### config.mk
export PLATFORM = sky130hd
export DESIGN_NAME = m3f_pos_track
export DESIGN_NICKNAME = d
export VERILOG_FILES = /design/src/m3f_pkg.sv /design/src/m3f_pos_track.sv
export SDC_FILE = /design/constraint.sdc
export NUM_CORES = 1
export LEC_CHECK = 0
export ABC_AREA = 1
export BUFFER_PORTS_ARGS = -buffer_cell sky130_fd_sc_hd__buf_2
export CORE_MARGIN = 2
export CORE_UTILIZATION = 35
export DETAILED_ROUTE_END_ITERATION = 8
export PLACE_DENSITY = 0.51
export SYNTH_ARGS = -nofsm -noshare
export SYNTH_HDL_FRONTEND = slang
export SYNTH_SLANG_ARGS = --single-unit
export TNS_END_PERCENT = 5
### constraint.sdc
create_clock -name clk -period 7.1 [get_ports clk]
set_input_delay 0.355 -clock clk [delete_from_list [all_inputs] [get_ports clk]]
set_output_delay 0.355 -clock clk [all_outputs]
set_load 0.02 [all_outputs]
### src/m3f_pkg.sv
`timescale 1ns / 1ps
package m3f_pkg;

	// field and register widths
	localparam int PIX_W = 8;
	localparam int WIDTH_W = 11;
	localparam int HEIGHT_W = 12;
	localparam int CFG_W = HEIGHT_W;
	localparam int CFG_IDX_W = 1;

	// largest values the width and height registers can hold
	localparam int WIDTH_REG_MAX = (1 << WIDTH_W) - 1;
	localparam int ROW_MAX = (1 << HEIGHT_W) - 1;

	// line store depth default
	localparam int MAX_WIDTH_DEF = 1024;

	// register reset values and lower clamps
	localparam logic [WIDTH_W-1:0] WIDTH_RESET = 11'd320;
	localparam logic [HEIGHT_W-1:0] HEIGHT_RESET = 12'd240;
	localparam logic [WIDTH_W-1:0] WIDTH_MIN = 11'd3;
	localparam logic [HEIGHT_W-1:0] HEIGHT_MIN = 12'd3;

	// register indexes
	localparam logic [CFG_IDX_W-1:0] REG_IMAGE_WIDTH = 1'b0;
	localparam logic [CFG_IDX_W-1:0] REG_IMAGE_HEIGHT = 1'b1;

	typedef logic [PIX_W-1:0] pix_t;

	typedef struct packed {
		pix_t pixel_in;
		logic flush;
	} pix_in_t;

	typedef struct packed {
		pix_t pixel_out;
		logic end_of_frame;
	} pix_out_t;

	// output position status for the item being accepted
	typedef struct packed {
		logic interior;
		logic last;
	} pos_status_t;

endpackage

### src/m3f_pos_track.sv
`timescale 1ns / 1ps
module m3f_pos_track import m3f_pkg::*; #(
	parameter int MAX_WIDTH = MAX_WIDTH_DEF
) (
	input logic clk,
	input logic arst_n,
	input logic cfg_wr,
	input logic [WIDTH_W-1:0] width,
	input logic [HEIGHT_W-1:0] height,
	input logic step,
	output logic busy,
	output pos_status_t status
);

	localparam int EFF_W = (MAX_WIDTH < WIDTH_REG_MAX) ? MAX_WIDTH : WIDTH_REG_MAX;
	localparam int POS_W = $clog2(EFF_W * ROW_MAX);
	localparam int ROW_W = POS_W - 1;
	localparam int CNT_W = $clog2(POS_W + 1);
	localparam int W_RST = (int'(WIDTH_RESET) > MAX_WIDTH) ? MAX_WIDTH : int'(WIDTH_RESET);
	localparam logic [POS_W-1:0] WH_RST = POS_W'(W_RST * int'(HEIGHT_RESET) - 1);

	logic [POS_W-1:0] pos_q;
	logic [ROW_W-1:0] row_q;
	logic [WIDTH_W-1:0] col_q;
	logic [POS_W-1:0] wh_m1_q;
	logic start_q;
	logic [CNT_W-1:0] div_cnt_q;
	logic [POS_W-1:0] dvd_q;
	logic [POS_W-1:0] quo_q;
	logic [WIDTH_W-1:0] rem_q;
	logic [WIDTH_W:0] trial;
	logic [WIDTH_W-1:0] rem_nxt;
	logic qbit;

	assign busy = start_q || (div_cnt_q != '0);

	// window position checks for the next output pixel
	always_comb begin
		status.interior = (row_q != '0) && (32'(row_q) + 32'd2 <= 32'(height))
			&& (col_q != '0) && (32'(col_q) + 32'd2 <= 32'(width));
		status.last = pos_q >= wh_m1_q;
	end

	// one restoring divide step per cycle
	always_comb begin
		trial = {rem_q, dvd_q[POS_W-1]};
		if (trial >= {1'b0, width}) begin
			rem_nxt = WIDTH_W'(trial - {1'b0, width});
			qbit = 1'b1;
		end else begin
			rem_nxt = trial[WIDTH_W-1:0];
			qbit = 1'b0;
		end
	end

	// divider datapath
	always_ff @(posedge clk) begin
		if (start_q) begin
			dvd_q <= pos_q;
			quo_q <= '0;
			rem_q <= '0;
		end else if (div_cnt_q != '0) begin
			dvd_q <= {dvd_q[POS_W-2:0], 1'b0};
			quo_q <= {quo_q[POS_W-2:0], qbit};
			rem_q <= rem_nxt;
		end
	end

	// position counters, frame size product and divide control
	always_ff @(posedge clk or negedge arst_n) begin
		if (!arst_n) begin
			pos_q <= '0;
			row_q <= '0;
			col_q <= '0;
			wh_m1_q <= WH_RST;
			start_q <= 1'b0;
			div_cnt_q <= '0;
		end else begin
			wh_m1_q <= POS_W'(32'(width) * 32'(height) - 32'd1);
			start_q <= cfg_wr;
			if (start_q) begin
				div_cnt_q <= CNT_W'(POS_W);
			end else if (div_cnt_q != '0) begin
				div_cnt_q <= div_cnt_q - 1'b1;
				if (div_cnt_q == CNT_W'(1)) begin
					row_q <= {quo_q[ROW_W-2:0], qbit};
					col_q <= rem_nxt;
				end
			end else if (step) begin
				if (status.last) begin
					pos_q <= '0;
					row_q <= '0;
					col_q <= '0;
				end else begin
					pos_q <= pos_q + 1'b1;
					if (32'(col_q) + 32'd1 >= 32'(width)) begin
						col_q <= '0;
						row_q <= row_q + 1'b1;
					end else begin
						col_q <= col_q + 1'b1;
					end
				end
			end
		end
	end

	a_no_step_busy: assert property (@(posedge clk) disable iff (!arst_n)
		busy |-> !step)
		else $error("position advanced while recomputing row and column");

	a_col_range: assert property (@(posedge clk) disable iff (!arst_n)
		!busy |-> col_q < width)
		else $error("output column outside the row");

	a_pos_split: assert property (@(posedge clk) disable iff (!arst_n)
		!busy |-> 40'(pos_q) == 40'(row_q) * 40'(width) + 40'(col_q))
		else $error("row and column disagree with output position");

endmodule

==> reports/qor.log <==
INFO  worst_setup_path r2r-start=col_q[2]
INFO  route          mean_number_of_vias_per_cell=4.82
INFO  worst_setup_path worst-path-max-fanout=12
INFO  synthesis      main_flop_type_after_synthesis=dfrtp_1
INFO  timing         unrepaired_setup_endpoints_after_global_routing=no
INFO  synthesis      syn_nets=2163
INFO  timing         post-route-worst-setup-slack=2.57ns
INFO  grt            remaining_overflow_grt=0
INFO  placed_design  post-dp-hpwl=28.7mm
INFO  route          via_count=11700
INFO  timing         achievable-frequency=221MHz
INFO  finish         area_occupied_by_registers=3350squm
INFO  placed_design  place_ws=2.10ns
INFO  synthesis      seq_cells_post_synth=135
INFO  grt            antenna_found_initial=2
INFO  power          static-leakage-power=7.98nW
INFO  finish         syn_to_final_growth=8.48%
INFO  hold_path      startpoint_of_the_worst_hold_path=height[0]
INFO  finish         multi_input_combinational_cell_area=8950squm
INFO  power          p_int=0.00261W
INFO  route          finalWirelength=36.7mm
INFO  power          switchingPower=0.00239W
INFO  power          sequentialPowerShare=21.2%
INFO  finish         instances_no_fill=2432
INFO  power          max-vdd-ir-drop=0.225mV
INFO  die            die_height=204um
INFO  clock_tree     cts_tree=built
INFO  worst_setup_path cp-start-kind=primary input
INFO  route          drt.antenna.violating_nets=0
INFO  hold_path      min_path_type=primary input to flip-flop
INFO  route          drt_pass1_iterations=5
INFO  grt            grt_use_total=18.6%
INFO  synthesis      synthesis.area=14000squm
INFO  die            die_area=41500squm
INFO  power          p_per_area=330nW/um^2
INFO  timing         fin_crit_sh=63.8%
INFO  die            die_x=204um
INFO  clock_tree     post_cts.resized_instances=0
INFO  power          clock_power_share=19.0%
INFO  placed_design  gp_routability_congestion=0.897
INFO  grt            first_global_vias=11700
INFO  finish         layout_cells_sized_above_1=5.83%
INFO  clock_tree     htreeDepth=4
INFO  timing         max_slew.worst_pin.slew=0.974ns
INFO  grt            grt_first_pass_wirelength=60.3mm
INFO  worst_setup_path cp-end-kind=flip-flop
INFO  synthesis      post_synth_num_cell_types=51
INFO  synthesis      postSynth.asyncResetShare=60.7%
INFO  worst_setup_path arrival=4.87ns
INFO  synthesis      ys_seq_area_share=24.0%
INFO  clock_tree     worst_setup_hold_path_clk_slew=0.07ns
INFO  timing         setup_viol_count_final=0
INFO  placed_design  dp_cells=2396
INFO  finish         postLayoutCellArea=15100squm
INFO  power          combinationalPowerShare=59.9%
INFO  clock_tree     clk-insertion-delay-late=0.45ns
INFO  grt            grt_start_max_net_pins=52
INFO  power          power.share.switching=47.8%
INFO  outcome        outcome=finished, final reports clean
INFO  worst_setup_path critical_path_required=7.44ns
INFO  clock_tree     clock_tree_buf_depth=2
INFO  clock_tree     clock-sinks=135
INFO  route          post_drt_wl_per_cell=15.1um
INFO  die            starting_utilization_of_the_core_area=35.3%
INFO  synthesis      synthesis.area_per_instance=7.34squm
INFO  clock_tree     cts_buffers=17
INFO  timing         final.setup.tns=0ns
INFO  route          total_drc_errors_in_the_routed_layout=0
INFO  die            floorplan.rows=73
INFO  worst_setup_path path_class=primary input to flip-flop
INFO  timing         finalHoldViolCount=0
INFO  clock_tree     clock_tree.root_cell=clkbuf_16
INFO  clock_tree     number_of_buffers_inserted_by_hold_repair_at_cts=2
INFO  job            timing.max_cap.violations=0
INFO  die            design.core.area=39500squm
INFO  timing         fin_worst_skew=0.0195ns
INFO  placed_design  buffer_ports.inserted=29
INFO  placed_design  place_area=14500squm
INFO  timing         hold_slack=0.254ns
INFO  timing         fin_max_slew_vios=0
INFO  synthesis      yosys_warnings=0
INFO  synthesis      synth-edff-count=22
INFO  clock_tree     post-cts-setup-buffer-count=0
INFO  die            num_io_pins=30
INFO  finish         net_count_of_the_finished_layout=2153
INFO  worst_setup_path startpoint=height[3]
INFO  synthesis      netlist_instances=1902
INFO  finish         nFillCells=4157
INFO  timing         final_period_minus_worst_setup_slack=4.53ns
INFO  timing         max-slew-margin-rel=35.1%
INFO  route          detail_route.iter0.violations=685
==> Yosys cell counts, types with 6 or more instances <==
master | count | area, sq um
nand4_1 | 36 | 225
o21ai_0 | 80 | 400
dfrtp_1 | 69 | 1730
fa_1 | 98 | 1960
dfstp_2 | 13 | 342
nor2_1 | 124 | 465
nand2_2 | 6 | 37.5
nor3_1 | 30 | 150
dfxtp_1 | 31 | 621
xnor2_1 | 15 | 131
inv_1 | 352 | 1320
edfxtp_1 | 22 | 661
nand3_1 | 87 | 435
nand2_1 | 549 | 2060
a21oi_1 | 56 | 280
xor2_1 | 69 | 604
ha_1 | 136 | 1700
clkbuf_1 | 40 | 150
buf_2 | 12 | 60.1
==> metrics by stage <==
step | total power (W) | utilization (%)
6_report | 0.00500 | 38.3
3_3_place_gp | 0.00409 | 36.6
4_1_cts | 0.00508 | 38.3
5_1_grt | 0.00553 | 38.3
3_5_place_dp | 0.00410 | 36.6
2_1_floorplan | 0.00331 | -
==> path summary, 6_finish.rpt <==
check	slack (ns)	depth (start not counted)	to
min in group asynchronous	0.38	2	wh_m1_q[18]
min reg2reg	0.46	2	quo_q[16]
max reg2reg	3.55	19	row_q[1]
max	2.57	17	wh_m1_q[18]
min	0.25	2	wh_m1_q[0]
max in group asynchronous	5.60	3	row_q[12]
==> layout by cell type, fill, tap and decap left out, drive strengths merged <==
cell type	instances
nand2	559
inv	367
ha	136
nor2	133
fa	98
nand3	88
o21ai	87
xor2	69
dfrtp	69
a21oi	56
nand4	36
nor3	34
buf	34
dfxtp	31
edfxtp	22
clkbuf	17
xnor2	15
dfstp	13
a21o	5
o21a	4
clkinv	4
a31oi	3
diode	2
o21bai	2
and2	2
o211ai	2
a211oi	2
a21boi	2
or2	2
nor4	2
o22ai	2
bufinv	2
dlygate4sd3	2
a221oi	1
nor3b	1
o31ai	1
nand3b	1
a311oi	1
==> layer usage <==
layer  wire [um]  share of wire, %  GRT usage (%)  vias up
li1            -                 -              -     5860
met3        1390               3.8           2.48       53
met1       17300                47           25.2     5575
met5          13             0.035              0        -
met2       17100                47           30.3      228
met4         900               2.4           6.60        2
==> cells by family after synthesis <==
group | count (synthesis) | share of synthesized area (%)
AOI/OAI and AO/OA | 168 | 6.50
and+or+nand+nor | 858 | 26.1
DFF | 135 | 24.0
xor gates and xnor gates | 84 | 5.27
buffers and inverters | 423 | 11.8
adders and majority gates | 234 | 26.3
==> worst max-delay path, cell delays in order <==
cell and delay (ns):
buf_2 0.27, nand2_1 0.13, fa_1 0.60, inv_1 0.06, fa_1 0.48, fa_1 0.52
fa_1 0.54, inv_1 0.05, fa_1 0.52, inv_1 0.04, ha_1 0.34, a21oi_1 0.24
o21ai_0 0.15, a221oi_1 0.37, nand2_1 0.09, nand2_1 0.07, nand2_1 0.04
==> layout make-up <==
type                            count  share of cell area, %
Clock buffer                       17                   2.81
Antenna cell                        2                 0.0331
Clock inverter                     15                   1.30
Sequential cell                   135                   22.1
Multi-Input combinational cell   1344                   59.1
Inverter                          358                   8.89
Timing Repair Buffer               36                   1.36
Tap cell                          525                   4.34
==> power by group through the flow <==
stage	Clock, W	Combinational, W	Sequential, W
4_1_cts	0.000978	0.00304	0.00106
5_1_grt	0.00101	0.00345	0.00107
3_5_place_dp	0	0.00302	0.00107
3_3_place_gp	0	0.00302	0.00107
2_1_floorplan	0	0.00227	0.00104
6_report	0.000948	0.00299	0.00106
==> sequential cells by signal (all words and copies together), names as in the netlist <==
signal     count
col_q         11
div_cnt_q      5
dvd_q         22
pos_q         22
quo_q         20
rem_q         11
row_q         21
start_q        1
wh_m1_q       22
Note: power is estimated with default switching activity, not from simulation.
