===== config.mk =====
export PLATFORM = sky130hd
export DESIGN_NAME = m3f_median
export DESIGN_NICKNAME = d
export VERILOG_FILES = /design/src/m3f_pkg.sv /design/src/m3f_median.sv
export SDC_FILE = /design/constraint.sdc
export NUM_CORES = 1
export LEC_CHECK = 0
export BUFFER_PORTS_ARGS = -buffer_cell sky130_fd_sc_hd__buf_4
export CELL_PAD_IN_SITES_DETAIL_PLACEMENT = 1
export CELL_PAD_IN_SITES_GLOBAL_PLACEMENT = 1
export CORE_UTILIZATION = 52
export DETAILED_ROUTE_END_ITERATION = 16
export GPL_TIMING_DRIVEN = 0
export HOLD_SLACK_MARGIN = 0.15
export PLACE_DENSITY = 0.95
export SYNTH_ARGS = -nofsm -noshare
export SYNTH_HDL_FRONTEND = slang
export SYNTH_SLANG_ARGS = --single-unit

===== constraint.sdc =====
create_clock -name clk -period 15.6 [get_ports clk]
set_input_delay 1.56 -clock clk [delete_from_list [all_inputs] [get_ports clk]]
set_output_delay 1.56 -clock clk [all_outputs]
set_load 0.02 [all_outputs]

===== src/m3f_pkg.sv =====
`timescale 1ns / 1ps
package m3f_pkg;

	// field and register widths
	localparam int PIX_W = 8;
	localparam int WIDTH_W = 11;
	localparam int HEIGHT_W = 12;
	localparam int CFG_W = HEIGHT_W;
	localparam int CFG_IDX_W = 1;

	// largest values the width and height registers can hold
	localparam int WIDTH_REG_MAX = (1 << WIDTH_W) - 1;
	localparam int ROW_MAX = (1 << HEIGHT_W) - 1;

	// line store depth default
	localparam int MAX_WIDTH_DEF = 1024;

	// register reset values and lower clamps
	localparam logic [WIDTH_W-1:0] WIDTH_RESET = 11'd320;
	localparam logic [HEIGHT_W-1:0] HEIGHT_RESET = 12'd240;
	localparam logic [WIDTH_W-1:0] WIDTH_MIN = 11'd3;
	localparam logic [HEIGHT_W-1:0] HEIGHT_MIN = 12'd3;

	// register indexes
	localparam logic [CFG_IDX_W-1:0] REG_IMAGE_WIDTH = 1'b0;
	localparam logic [CFG_IDX_W-1:0] REG_IMAGE_HEIGHT = 1'b1;

	typedef logic [PIX_W-1:0] pix_t;

	typedef struct packed {
		pix_t pixel_in;
		logic flush;
	} pix_in_t;

	typedef struct packed {
		pix_t pixel_out;
		logic end_of_frame;
	} pix_out_t;

	// output position status for the item being accepted
	typedef struct packed {
		logic interior;
		logic last;
	} pos_status_t;

endpackage


===== src/m3f_median.sv =====
`timescale 1ns / 1ps
module m3f_median import m3f_pkg::*; (
	input logic clk,
	input logic arst_n,
	input logic en,
	input logic in_valid,
	input pix_t window [9],
	input logic interior,
	input logic last,
	output logic out_valid,
	output pix_out_t out_data
);

	function automatic pix_t pmin(pix_t a, pix_t b);
		return (a < b) ? a : b;
	endfunction

	function automatic pix_t pmax(pix_t a, pix_t b);
		return (a < b) ? b : a;
	endfunction

	function automatic pix_t pmed(pix_t a, pix_t b, pix_t c);
		return pmax(pmin(a, b), pmin(pmax(a, b), c));
	endfunction

	pix_t lo_s3 [3];
	pix_t mid_s3 [3];
	pix_t hi_s3 [3];
	pix_t center_s3;
	logic interior_s3;
	logic last_s3;
	logic valid_s3;

	pix_t lo_max_s4;
	pix_t mid_med_s4;
	pix_t hi_min_s4;
	pix_t center_s4;
	logic interior_s4;
	logic last_s4;
	logic valid_s4;

	logic out_valid_q;
	pix_out_t out_data_q;
	pix_t med;

	// sort each window row
	always_ff @(posedge clk) begin
		if (en) begin
			for (int r = 0; r < 3; r++) begin
				lo_s3[r] <= pmin(pmin(window[r*3], window[r*3+1]), window[r*3+2]);
				mid_s3[r] <= pmed(window[r*3], window[r*3+1], window[r*3+2]);
				hi_s3[r] <= pmax(pmax(window[r*3], window[r*3+1]), window[r*3+2]);
			end
			center_s3 <= window[4];
			interior_s3 <= interior;
			last_s3 <= last;
		end
	end

	// largest low, middle middle, smallest high
	always_ff @(posedge clk) begin
		if (en) begin
			lo_max_s4 <= pmax(pmax(lo_s3[0], lo_s3[1]), lo_s3[2]);
			mid_med_s4 <= pmed(mid_s3[0], mid_s3[1], mid_s3[2]);
			hi_min_s4 <= pmin(pmin(hi_s3[0], hi_s3[1]), hi_s3[2]);
			center_s4 <= center_s3;
			interior_s4 <= interior_s3;
			last_s4 <= last_s3;
		end
	end

	// final median, border pixels pass through
	assign med = pmed(lo_max_s4, mid_med_s4, hi_min_s4);

	always_ff @(posedge clk) begin
		if (en) begin
			out_data_q.pixel_out <= interior_s4 ? med : center_s4;
			out_data_q.end_of_frame <= last_s4;
		end
	end

	// stage valids
	always_ff @(posedge clk or negedge arst_n) begin
		if (!arst_n) begin
			valid_s3 <= 1'b0;
			valid_s4 <= 1'b0;
			out_valid_q <= 1'b0;
		end else if (en) begin
			valid_s3 <= in_valid;
			valid_s4 <= valid_s3;
			out_valid_q <= valid_s4;
		end
	end

	assign out_valid = out_valid_q;
	assign out_data = out_data_q;

endmodule


==> results of run 1 <==
## power by group through the flow
stage	clock (mW)	sequential (mW)	combinational, mW
floorplan	0	0.567	0.949
global placement	0	0.574	1.24
detailed placement	0	0.585	1.39
CTS	0.401	0.585	1.51
global route	0.412	0.593	1.66
finish	0.401	0.590	1.57
## critical path, stage by stage
cell      delay, ps
buf_4           110
inv_1           130
ha_1            270
and3_1          220
a221oi_1        350
o21ai_2         200
clkbuf_1        270
o21ai_0         490
ha_1            370
a211oi_1        340
nor2_1          130
nor3_1          430
a31oi_2         360
buf_2           320
mux2i_1         230
ha_1            300
a21oi_1         220
nor2b_1          70
o21ai_0         200
nand2b_1        130
o41a_1          430
clkbuf_1        230
clkbuf_1        280
nand2_1         170
o21ai_0         160
## sequential cells by signal, indices dropped and copies added (netlist names)
name	cells
center_s3	8
center_s4	8
hi_min_s4	8
hi_s3	24
interior_s3	1
interior_s4	1
last_s3	1
last_s4	1
lo_max_s4	8
lo_s3	24
mid_med_s4	8
mid_s3	24
out_data	9
out_valid	1
valid_s3	1
valid_s4	1
## cells in the final DEF (no fill, tap or decap), types with 3 or more instances in the layout
cell type	instances
a2111oi_0	6
a211o_1	5
a211oi_1	9
a21o_1	28
a21oi_1	52
a21oi_2	5
a221oi_1	3
a22oi_1	3
a31oi_1	3
and3_1	4
buf_2	10
buf_4	88
clkbuf_1	13
clkbuf_16	17
clkinv_4	3
dfrtp_1	3
edfxtp_1	125
ha_1	154
inv_1	131
inv_6	5
inv_8	4
mux2_2	91
mux2i_1	59
nand2_1	88
nand2b_1	14
nand3_1	16
nand3b_1	4
nand4_1	13
nor2_1	50
nor2b_1	8
nor3_1	10
o2111ai_1	3
o211ai_1	7
o21a_1	9
o21ai_0	93
o21ai_2	3
o221ai_1	9
or2_2	4
## area by class of cell
type                       count  area share, %
buffer                        25         0.8963
sequential                   128          31.17
tap                          270          2.750
clock inverter                15          1.192
timing repair buffer          88          5.541
inverter                     131          4.003
multi-input combinational    782          50.99
clock buffer                  17          3.463
## worst max-delay path by stage
| stage | startpoint | endpoint | depth (start not counted) |
|---|---|---|---|
| after global placement | window[38] | mid_s3[0][8]$_DFFE_PP_ | 25 |
| final | window[38] | mid_s3[0][14]$_DFFE_PP_ | 25 |
| after global routing | window[38] | mid_s3[0][14]$_DFFE_PP_ | 25 |
| after detailed placement | window[38] | mid_s3[0][14]$_DFFE_PP_ | 25 |
| after CTS | window[39] | mid_s3[0][14]$_DFFE_PP_ | 25 |
| after floorplan | window[38] | mid_s3[0][8]$_DFFE_PP_ | 24 |
## cells by family after synthesis
group,after synthesis,share of synthesized area (%)
compound gates,258,15.94
fa+ha+maj,154,18.02
buf+inv,156,5.628
flops,128,35.80
mux,150,15.10
simple gates,220,9.512
## per-layer routing
metal  global-route usage, %  share of wire (%)
met1                   42.82                 36
met2                   66.37                 48
met3                   9.122                7.8
met4                   27.63                7.6
met5                       0                  0
==> flow_summary.json, run 1 <==
{
  "nNetsFinal": 1405,
  "grt_max_degree": 80,
  "cp-start-kind": "primary input",
  "fin_area_um2": 12280,
  "p_seq_share_pct": 23.1,
  "grt.total_usage_pct": 38.91,
  "wire_per_inst_um": 27.39,
  "tritoncts": "built",
  "io_buffers": 87,
  "dieArea_um2": 21140,
  "hpwl_um": 26800,
  "antenna_found_initial": 0,
  "drtIter0Drc": 888,
  "ys.flop_type": "edfxtp_1",
  "holdWs_ps": 425.6,
  "finClkSkew_ps": 8.207,
  "multi_input_area_um2": 6264,
  "crit_type": "in -> reg",
  "powerDensity_nw_per_um2": 208.2,
  "netlist_area_um2": 10690,
  "avgSynthCellArea_um2": 10.03,
  "grt_pass1_wl_um": 62240,
  "synth_enable_flop_cells": 125,
  "hp-class": "reg -> reg",
  "first_pass_iters": 5,
  "io_pins": 88,
  "grt_pass1_vias": 10817,
  "synthDistinctLibCells": 60,
  "cp.arrival_ps": 8020,
  "yosys-top-cells-area": "edfxtp_1, ha_1, mux2_2",
  "synthArstFlopShare_pct": 2.344,
  "p_leak_nw": 5.611,
  "internal_power_mw": 1.305,
  "dpl.cell_count": 1424,
  "relSlewSlack_pct": 27.30,
  "n_fill_cell": 2225,
  "p_sw_mw": 1.252,
  "cts_setup_buffers": 0,
  "ant_nets": 0,
  "fin_util_pct": 60.91,
  "switching_share_pct": 48.96,
  "core_area_um2": 20170,
  "required_ps": 15760,
  "dpl_worst_slack_ps": 7672,
  "cts_hold_buf": 0,
  "area_growth_pct": 14.87,
  "yosysSeqAreaShare_pct": 35.80,
  "via_per_inst": 6.691,
  "fmax_mhz": 127.2,
  "endpoint_kind": "flip-flop",
  "rows": 52,
  "clk_pin_slew_ps": 70,
  "clkLatencyLatePin_ps": 450,
  "setup_tns_ps": 0,
  "reg2reg_slack_ps": 8060,
  "finalNonFillerCells": 1456,
  "yosys.area.top_type_share_pct": 35.10,
  "hold_end": "last_s4$_DFFE_PP_",
  "max_cap_violations": 0,
  "gp_congestion": 0.9590,
  "drive_above_1_share_pct": 20.49,
  "slew_viol_final": 0,
  "placed_cell_area_um2": 11710,
  "reg2reg_depth": 23,
  "period_needed_ps": 7863,
  "start_util_pct": 53.02,
  "yosys_register_bits": 128,
  "outcome": "finished clean",
  "grt-ovfl-total": 0,
  "synth_fp_nets": 1298,
  "whs_path_depth": 0,
  "finalHoldViolCount": 0,
  "total_power_mw": 2.557,
  "yosys.area.top_type": "edfxtp_1",
  "clockRootBuffer": "clkbuf_16",
  "synthCells": 1066,
  "ir_worst_vdd_mv": 0.09984,
  "htreeDepth": 4,
  "timing.rr.end": "mid_med_s4[4]$_DFFE_PP_",
  "cts_made_buffers": 17,
  "worstPathMaxFanout": 10,
  "synthTopCellsByCount": "ha_1, inv_1, edfxtp_1",
  "hp-start": "last_s3$_DFFE_PP_",
  "setup_viol": 0,
  "worstMarginPinSlew_ps": 1091,
  "cts_resized": 0,
  "synthMostInstantiatedCell": "ha_1",
  "drc": 0,
  "die_width_um": 145.4,
  "reg2reg_from": "mid_s3[0][9]$_DFFE_PP_",
  "vias": 9742,
  "p_comb_share_pct": 61.2,
  "die_h_um": 145.4,
  "finalWorstSetupSlack_ps": 7737,
  "rsz0062_at_grt": "false",
  "routed_wl_um": 39880,
  "p_clk_share_pct": 15.7,
  "period_share_pct": 50.40,
  "cts_sinks": 128,
  "ys_warn_count": 0,
  "seqCellArea_um2": 3829,
  "cts_buffer_depth": 2,
  "diodes": 0
}
Note: power is estimated with default switching activity, not from simulation.
==> run 2, diff against run 1 <==
Settings changed: ABC_AREA set to 1, CORE_UTILIZATION 52 to 42, PLACE_DENSITY 0.95 to 0.87.
Clock period 15.6 ns to 6.6 ns, I/O delays scaled along.
==> run 2 against run 1 <==
Global-route usage is 14 points lower. Sequential cell count unchanged. Sequential share of layout area fell by 0.10 points. Critical path type unchanged. Clock-buffer cell count unchanged. Die area up 22%. Non-clock buffer count is 10 higher. Critical endpoint is now mid_s3[0][8]$_DFFE_PP_. Clock power up 150%. Combinational power grew to 2.5 times the previous value. Final cell count grew 23%. Sequential power is 140% higher. Via count is 0.27% higher. Largest cell class unchanged. Final area is 0.33% higher.
==> flow_summary.json, run 2 <==
{
  "outcome": "finished clean",
  "ys_warn_count": 0,
  "synthMostInstantiatedCell": "nand2_1",
  "dpl_worst_slack_ps": 799.7,
  "dpl.cell_count": 1760,
  "finalWorstSetupSlack_ps": 1040,
  "yosys.area.top_type_share_pct": 35.41,
  "routed_wl_um": 31340,
  "nNetsFinal": 1688,
  "grt_pass1_wl_um": 51490,
  "grt.total_usage_pct": 25.31,
  "cp.arrival_ps": 5750,
  "dieArea_um2": 25880,
  "hpwl_um": 24910,
  "crit_slowest_cell": "a211oi_2",
  "drtIter0Drc": 407,
  "clk_pin_slew_ps": 60,
  "max_cap_violations": 0,
  "avgSynthCellArea_um2": 7.865,
  "io_buffers": 87,
  "start_util_pct": 43.21,
  "crit_type": "in -> reg",
  "drive_above_1_share_pct": 12.73,
  "period_share_pct": 84.25,
  "worstPathMaxFanout": 10,
  "rows": 57,
  "diodes": 0,
  "layout_common_cells": "nand2_1, inv_1, ha_1, o21ai_0, edfxtp_1",
  "reg.largest.list": "hi_s3: 24 flops, lo_s3: 24 flops, mid_s3: 24 flops",
  "die_h_um": 160.9,
  "seqCellArea_um2": 3829,
  "holdWs_ps": 388.8,
  "synthCells": 1348,
  "relSlewSlack_pct": 27.24,
  "tritoncts": "built",
  "finalNonFillerCells": 1793,
  "hp-class": "in -> reg",
  "io_pins": 88,
  "fin_util_pct": 50.23,
  "finClkSkew_ps": 9.577,
  "synth_fp_nets": 1580,
  "setup_tns_ps": 0,
  "placed_cell_area_um2": 11690,
  "yosys.area.top_type": "edfxtp_1",
  "ant_nets": 0,
  "drc": 0,
  "core_area_um2": 24530,
  "clkLatencyLatePin_ps": 450,
  "cp-start-kind": "primary input",
  "via_per_inst": 5.448,
  "rsz0062_at_grt": "false",
  "synthArstFlopShare_pct": 2.344,
  "final_common_cell": "nand2_1",
  "first_pass_iters": 5,
  "p_leak_nw": 6.090,
  "wire_per_inst_um": 17.48,
  "vias": 9768,
  "grt-ovfl-total": 0,
  "endpoint_kind": "flip-flop",
  "crit_end": "mid_s3[0][8]$_DFFE_PP_",
  "slew_viol_final": 0,
  "setup_viol": 0,
  "period_needed_ps": 5560,
  "gp_congestion": 0.8780,
  "cts_buffer_depth": 2,
  "n_fill_cell": 3066,
  "cts_setup_buffers": 0,
  "multi_input_area_um2": 5911,
  "synth_enable_flop_cells": 125,
  "worstMarginPinSlew_ps": 1085,
  "reg2reg_slack_ps": 1440,
  "finalHoldViolCount": 0,
  "grt_pass1_vias": 10505,
  "timing.rr.end": "mid_med_s4[0]$_DFFE_PP_",
  "reg2reg_from": "mid_s3[0][7]$_DFFE_PP_",
  "ir_worst_vdd_mv": 0.4053,
  "cts_resized": 0,
  "required_ps": 6790,
  "synthDistinctLibCells": 30,
  "netlist_area_um2": 10600,
  "total_power_mw": 6.393,
  "die_width_um": 160.9,
  "htreeDepth": 4,
  "cts_made_buffers": 17,
  "ys.flop_type": "edfxtp_1",
  "synthTopCellsByCount": "nand2_1, inv_1, ha_1",
  "yosysSeqAreaShare_pct": 36.11,
  "cts_hold_buf": 1,
  "yosys_register_bits": 128,
  "grt_max_degree": 70,
  "area_growth_pct": 16.25,
  "critPathLaunch": "window[37]",
  "antenna_found_initial": 0,
  "yosys-top-cells-area": "edfxtp_1, ha_1, nand2_1",
  "cts_sinks": 128,
  "reg2reg_depth": 24,
  "clockRootBuffer": "clkbuf_16",
  "fmax_mhz": 179.8,
  "powerDensity_nw_per_um2": 518.7,
  "fin_area_um2": 12320,
  "critPathMaxStageDelay_ps": 550
}
run 2: changes by cell type after synthesis, sizes merged, moves of 34 or more:
| cell | change |
|---|---|
| inv | +51 |
| mux2 | -90 |
| mux2i | -59 |
| nand2 | +329 |
| nand3 | +34 |
| o21ai | +61 |
run 2: critical path, delay by kind of cell:
kind / cells / cell delay, ps
buffers and inverters: 7 / 1020
AO/OA/AOI/OAI: 8 / 2270
adder cells (fa/ha/maj): 3 / 940
AND/OR/NAND/NOR: 9 / 840
run 2: how the worst min path moves through the flow:
stage	depth (start not counted)	slack, ps	startpoint	endpoint
floorplan	0	360	arst_n	out_valid$_DFFE_PN0P_
global placement	0	400	last_s4$_DFFE_PP_	out_data[0]$_DFFE_PP_
detailed placement	0	410	last_s3$_DFFE_PP_	last_s4$_DFFE_PP_
CTS	1	380	interior	interior_s3$_DFFE_PP_
global route	1	380	interior	interior_s3$_DFFE_PP_
finish	1	390	interior	interior_s3$_DFFE_PP_
run 2: per-layer routing:
layer	vias to the layer above	GRT usage, %	part of all wire, %
met1	4677	28.50	40
met2	246	45.98	52
met5	-	0	0
met4	0	13.04	3.9
met3	88	3.874	4.1
li1	4757	-	-
run 2: area by class of cell:
class / count / share of cell area, %
multi-input cells: 1004 / 47.96
flip-flops and latches: 128 / 31.07
repair buffers: 89 / 5.635
inverters: 182 / 5.543
clock buffers: 17 / 3.452
well taps: 324 / 3.289
clock inverters: 15 / 1.604
plain buffers: 34 / 1.452
run 2: cells by family (layout without fill, tap and decap cells):
group	after synthesis	in the layout	synth area share [%]
AND/OR/NAND/NOR	575	575	23.39
AO/OA/AOI/OAI	274	274	14.08
buffers and inverters	216	337	8.132
adder cells (fa/ha/maj)	154	154	18.18
flip-flops	128	128	36.11
multiplexers	1	1	0.1062
run 2: power breakdown:
group          switching, mW  internal [mW]  total (mW)  leakage [nW]
sequential             0.121           1.27        1.39          1.26
clock                  0.398          0.605        1.00         0.299
combinational           2.60           1.40        4.00          4.53
==> run 3, diff against run 2 <==
Settings changed: CORE_UTILIZATION 42 to 46, PLACE_DENSITY 0.87 to 0.9.
Clock period 6.6 ns to 5.4 ns, I/O delays scaled along.
==> run 3 against run 2 <==
Clock skew up 1.8 ps. Worst setup slack worse by 720 ps. Critical path type unchanged. Via count up 0.63%. Sequential power up 23%. Critical endpoint is now mid_s3[0][11]$_DFFE_PP_.
==> flow_summary.json, run 3 (same netlist as run 2, synthesis figures left out) <==
{
  "nNetsFinal": 1688,
  "area_growth_pct": 16.20,
  "core_area_um2": 22640,
  "drtIter0Drc": 599,
  "outcome": "finished clean",
  "hpwl_um": 24460,
  "dpl_worst_slack_ps": -300.2,
  "p_leak_nw": 6.104,
  "critPathMaxStageDelay_ps": 660,
  "grt.total_usage_pct": 28.11,
  "reg.largest.list": "hi_s3: 24 flops, lo_s3: 24 flops, mid_s3: 24 flops",
  "drc": 0,
  "drive_above_1_share_pct": 12.66,
  "rows": 55,
  "tritoncts": "built",
  "fin_area_um2": 12320,
  "antenna_found_initial": 0,
  "grt_pass1_vias": 10248,
  "relSlewSlack_pct": 19.78,
  "cts_setup_buffers": 0,
  "layout_common_cells": "nand2_1, inv_1, ha_1, o21ai_0, edfxtp_1",
  "cts_made_buffers": 17,
  "max_cap_violations": 0,
  "endpoint_kind": "flip-flop",
  "gp_congestion": 0.8551,
  "required_ps": 5590,
  "io_pins": 88,
  "diodes": 0,
  "slew_viol_final": 0,
  "total_power_mw": 8.152,
  "rsz0062_at_grt": "false",
  "start_util_pct": 46.83,
  "clockRootBuffer": "clkbuf_16",
  "clkLatencyLatePin_ps": 440,
  "crit_buf_inv": 4,
  "fmax_mhz": 196.7,
  "ant_nets": 0,
  "cp-start-kind": "primary input",
  "crit_family": "compound AO/OA/AOI/OAI gates",
  "die_h_um": 153.8,
  "worstPathMaxFanout": 10,
  "die_width_um": 153.8,
  "setup_viol": 0,
  "via_per_inst": 5.604,
  "dieArea_um2": 23660,
  "powerDensity_nw_per_um2": 661.7,
  "routed_wl_um": 32380,
  "crit_chain": "buf_4 -> inv_1 -> ha_1 -> a21oi_1 -> nor2_1 -> a211oi_2 -> nand2_2 -> buf_2 -> o21ai_0 -> ha_1 -> nand2_1 -> nor2_1 -> a211oi_1 -> nand2_2 -> clkbuf_1 -> o21ai_0 -> ha_1 -> nand2_1 -> nor2_1 -> a211oi_4 -> nand2_4 -> nand2_1 -> nand2_1",
  "cts_buffer_depth": 2,
  "placed_cell_area_um2": 11640,
  "io_buffers": 87,
  "wire_per_inst_um": 18.46,
  "finalHoldViolCount": 0,
  "period_needed_ps": 5084,
  "worstMarginPinSlew_ps": 1196,
  "period_share_pct": 94.15,
  "htreeDepth": 4,
  "finClkSkew_ps": 11.42,
  "cp.arrival_ps": 5270,
  "finalWorstSetupSlack_ps": 315.9,
  "grt_max_degree": 67,
  "cts_sinks": 128,
  "first_pass_iters": 8,
  "cpMostUsedCell": "nand2_1",
  "clk_pin_slew_ps": 60,
  "crit_type": "in -> reg",
  "grt-ovfl-total": 0,
  "crit_slowest_cell": "o21ai_0",
  "final_common_cell": "nand2_1",
  "vias": 9830,
  "ir_worst_vdd_mv": 0.4673,
  "grt_pass1_wl_um": 51540,
  "hp-class": "in -> reg"
}
-- run 3: worst reg2reg max path, delay by kind of cell (launching register included) --
| kind | cells | cell delay, ps |
|---|---|---|
| AOI/OAI and AO/OA | 5 | 1220 |
| adders and majority gates | 3 | 990 |
| buffers and inverters | 3 | 780 |
| DFF | 1 | 460 |
| and+or+nand+nor | 13 | 1350 |
-- run 3: layer usage --
layer / track usage (%) / part of all wire, %
met4: 11.52 / 3.2
met1: 32.41 / 41
met3: 3.664 / 3.4
met2: 52.19 / 52
met5: 0 / 0
-- run 3: where the power goes --
group	switching, mW	leakage [nW]	internal [mW]	total [mW]
sequential	0.157	1.26	1.55	1.71
combinational	3.39	4.53	1.75	5.15
clock	0.463	0.310	0.831	1.29
-- run 3: cell type report --
cell class	instances	area [um^2]
clock inverters	13	209.0
well taps	285	356.6
repair buffers	89	694.4
plain buffers	34	178.9
clock buffers	19	442.9
multi-input cells	1004	5926
fillers	2814	10320
inverters	182	683.2
flip-flops and latches	128	3829
-- run 3: per-stage QoR --
stage	hold WS (ps)	util [%]	instances	setup TNS (ps)
after detailed placement	331.3	51.42	1721	-2125
after floorplan	244.4	-	1348	0
after global routing	274.0	54.41	1754	0
final	280.5	54.41	1754	0
after CTS	266.4	54.35	1754	0
after global placement	329.5	51.28	1720	0
-- run 3: final timing paths --
check / startpoint / to / slack (ps) / cells after the start
worst max register to register: lo_max_s4[7]$_DFFE_PP_ / out_data[4]$_DFFE_PP_ / 350 / 24
worst max-delay path: window[37] / mid_s3[0][11]$_DFFE_PP_ / 320 / 23
worst min-delay path: interior / interior_s3$_DFFE_PP_ / 280 / 1
worst min register to register: center_s3[1]$_DFFE_PP_ / center_s4[1]$_DFFE_PP_ / 420 / 0
min in group asynchronous: arst_n / out_valid$_DFFE_PN0P_ / 420 / 2
max in group asynchronous: arst_n / valid_s4$_DFFE_PN0P_ / 4880 / 2
-- run 3: repair_timing --
action | in CTS | in global routing
gates resized for setup | 0 | 3
endpoints found under the setup margin | 0 | 16
hold buffers | 1 | 0
endpoints found under the hold margin | 3 | 0
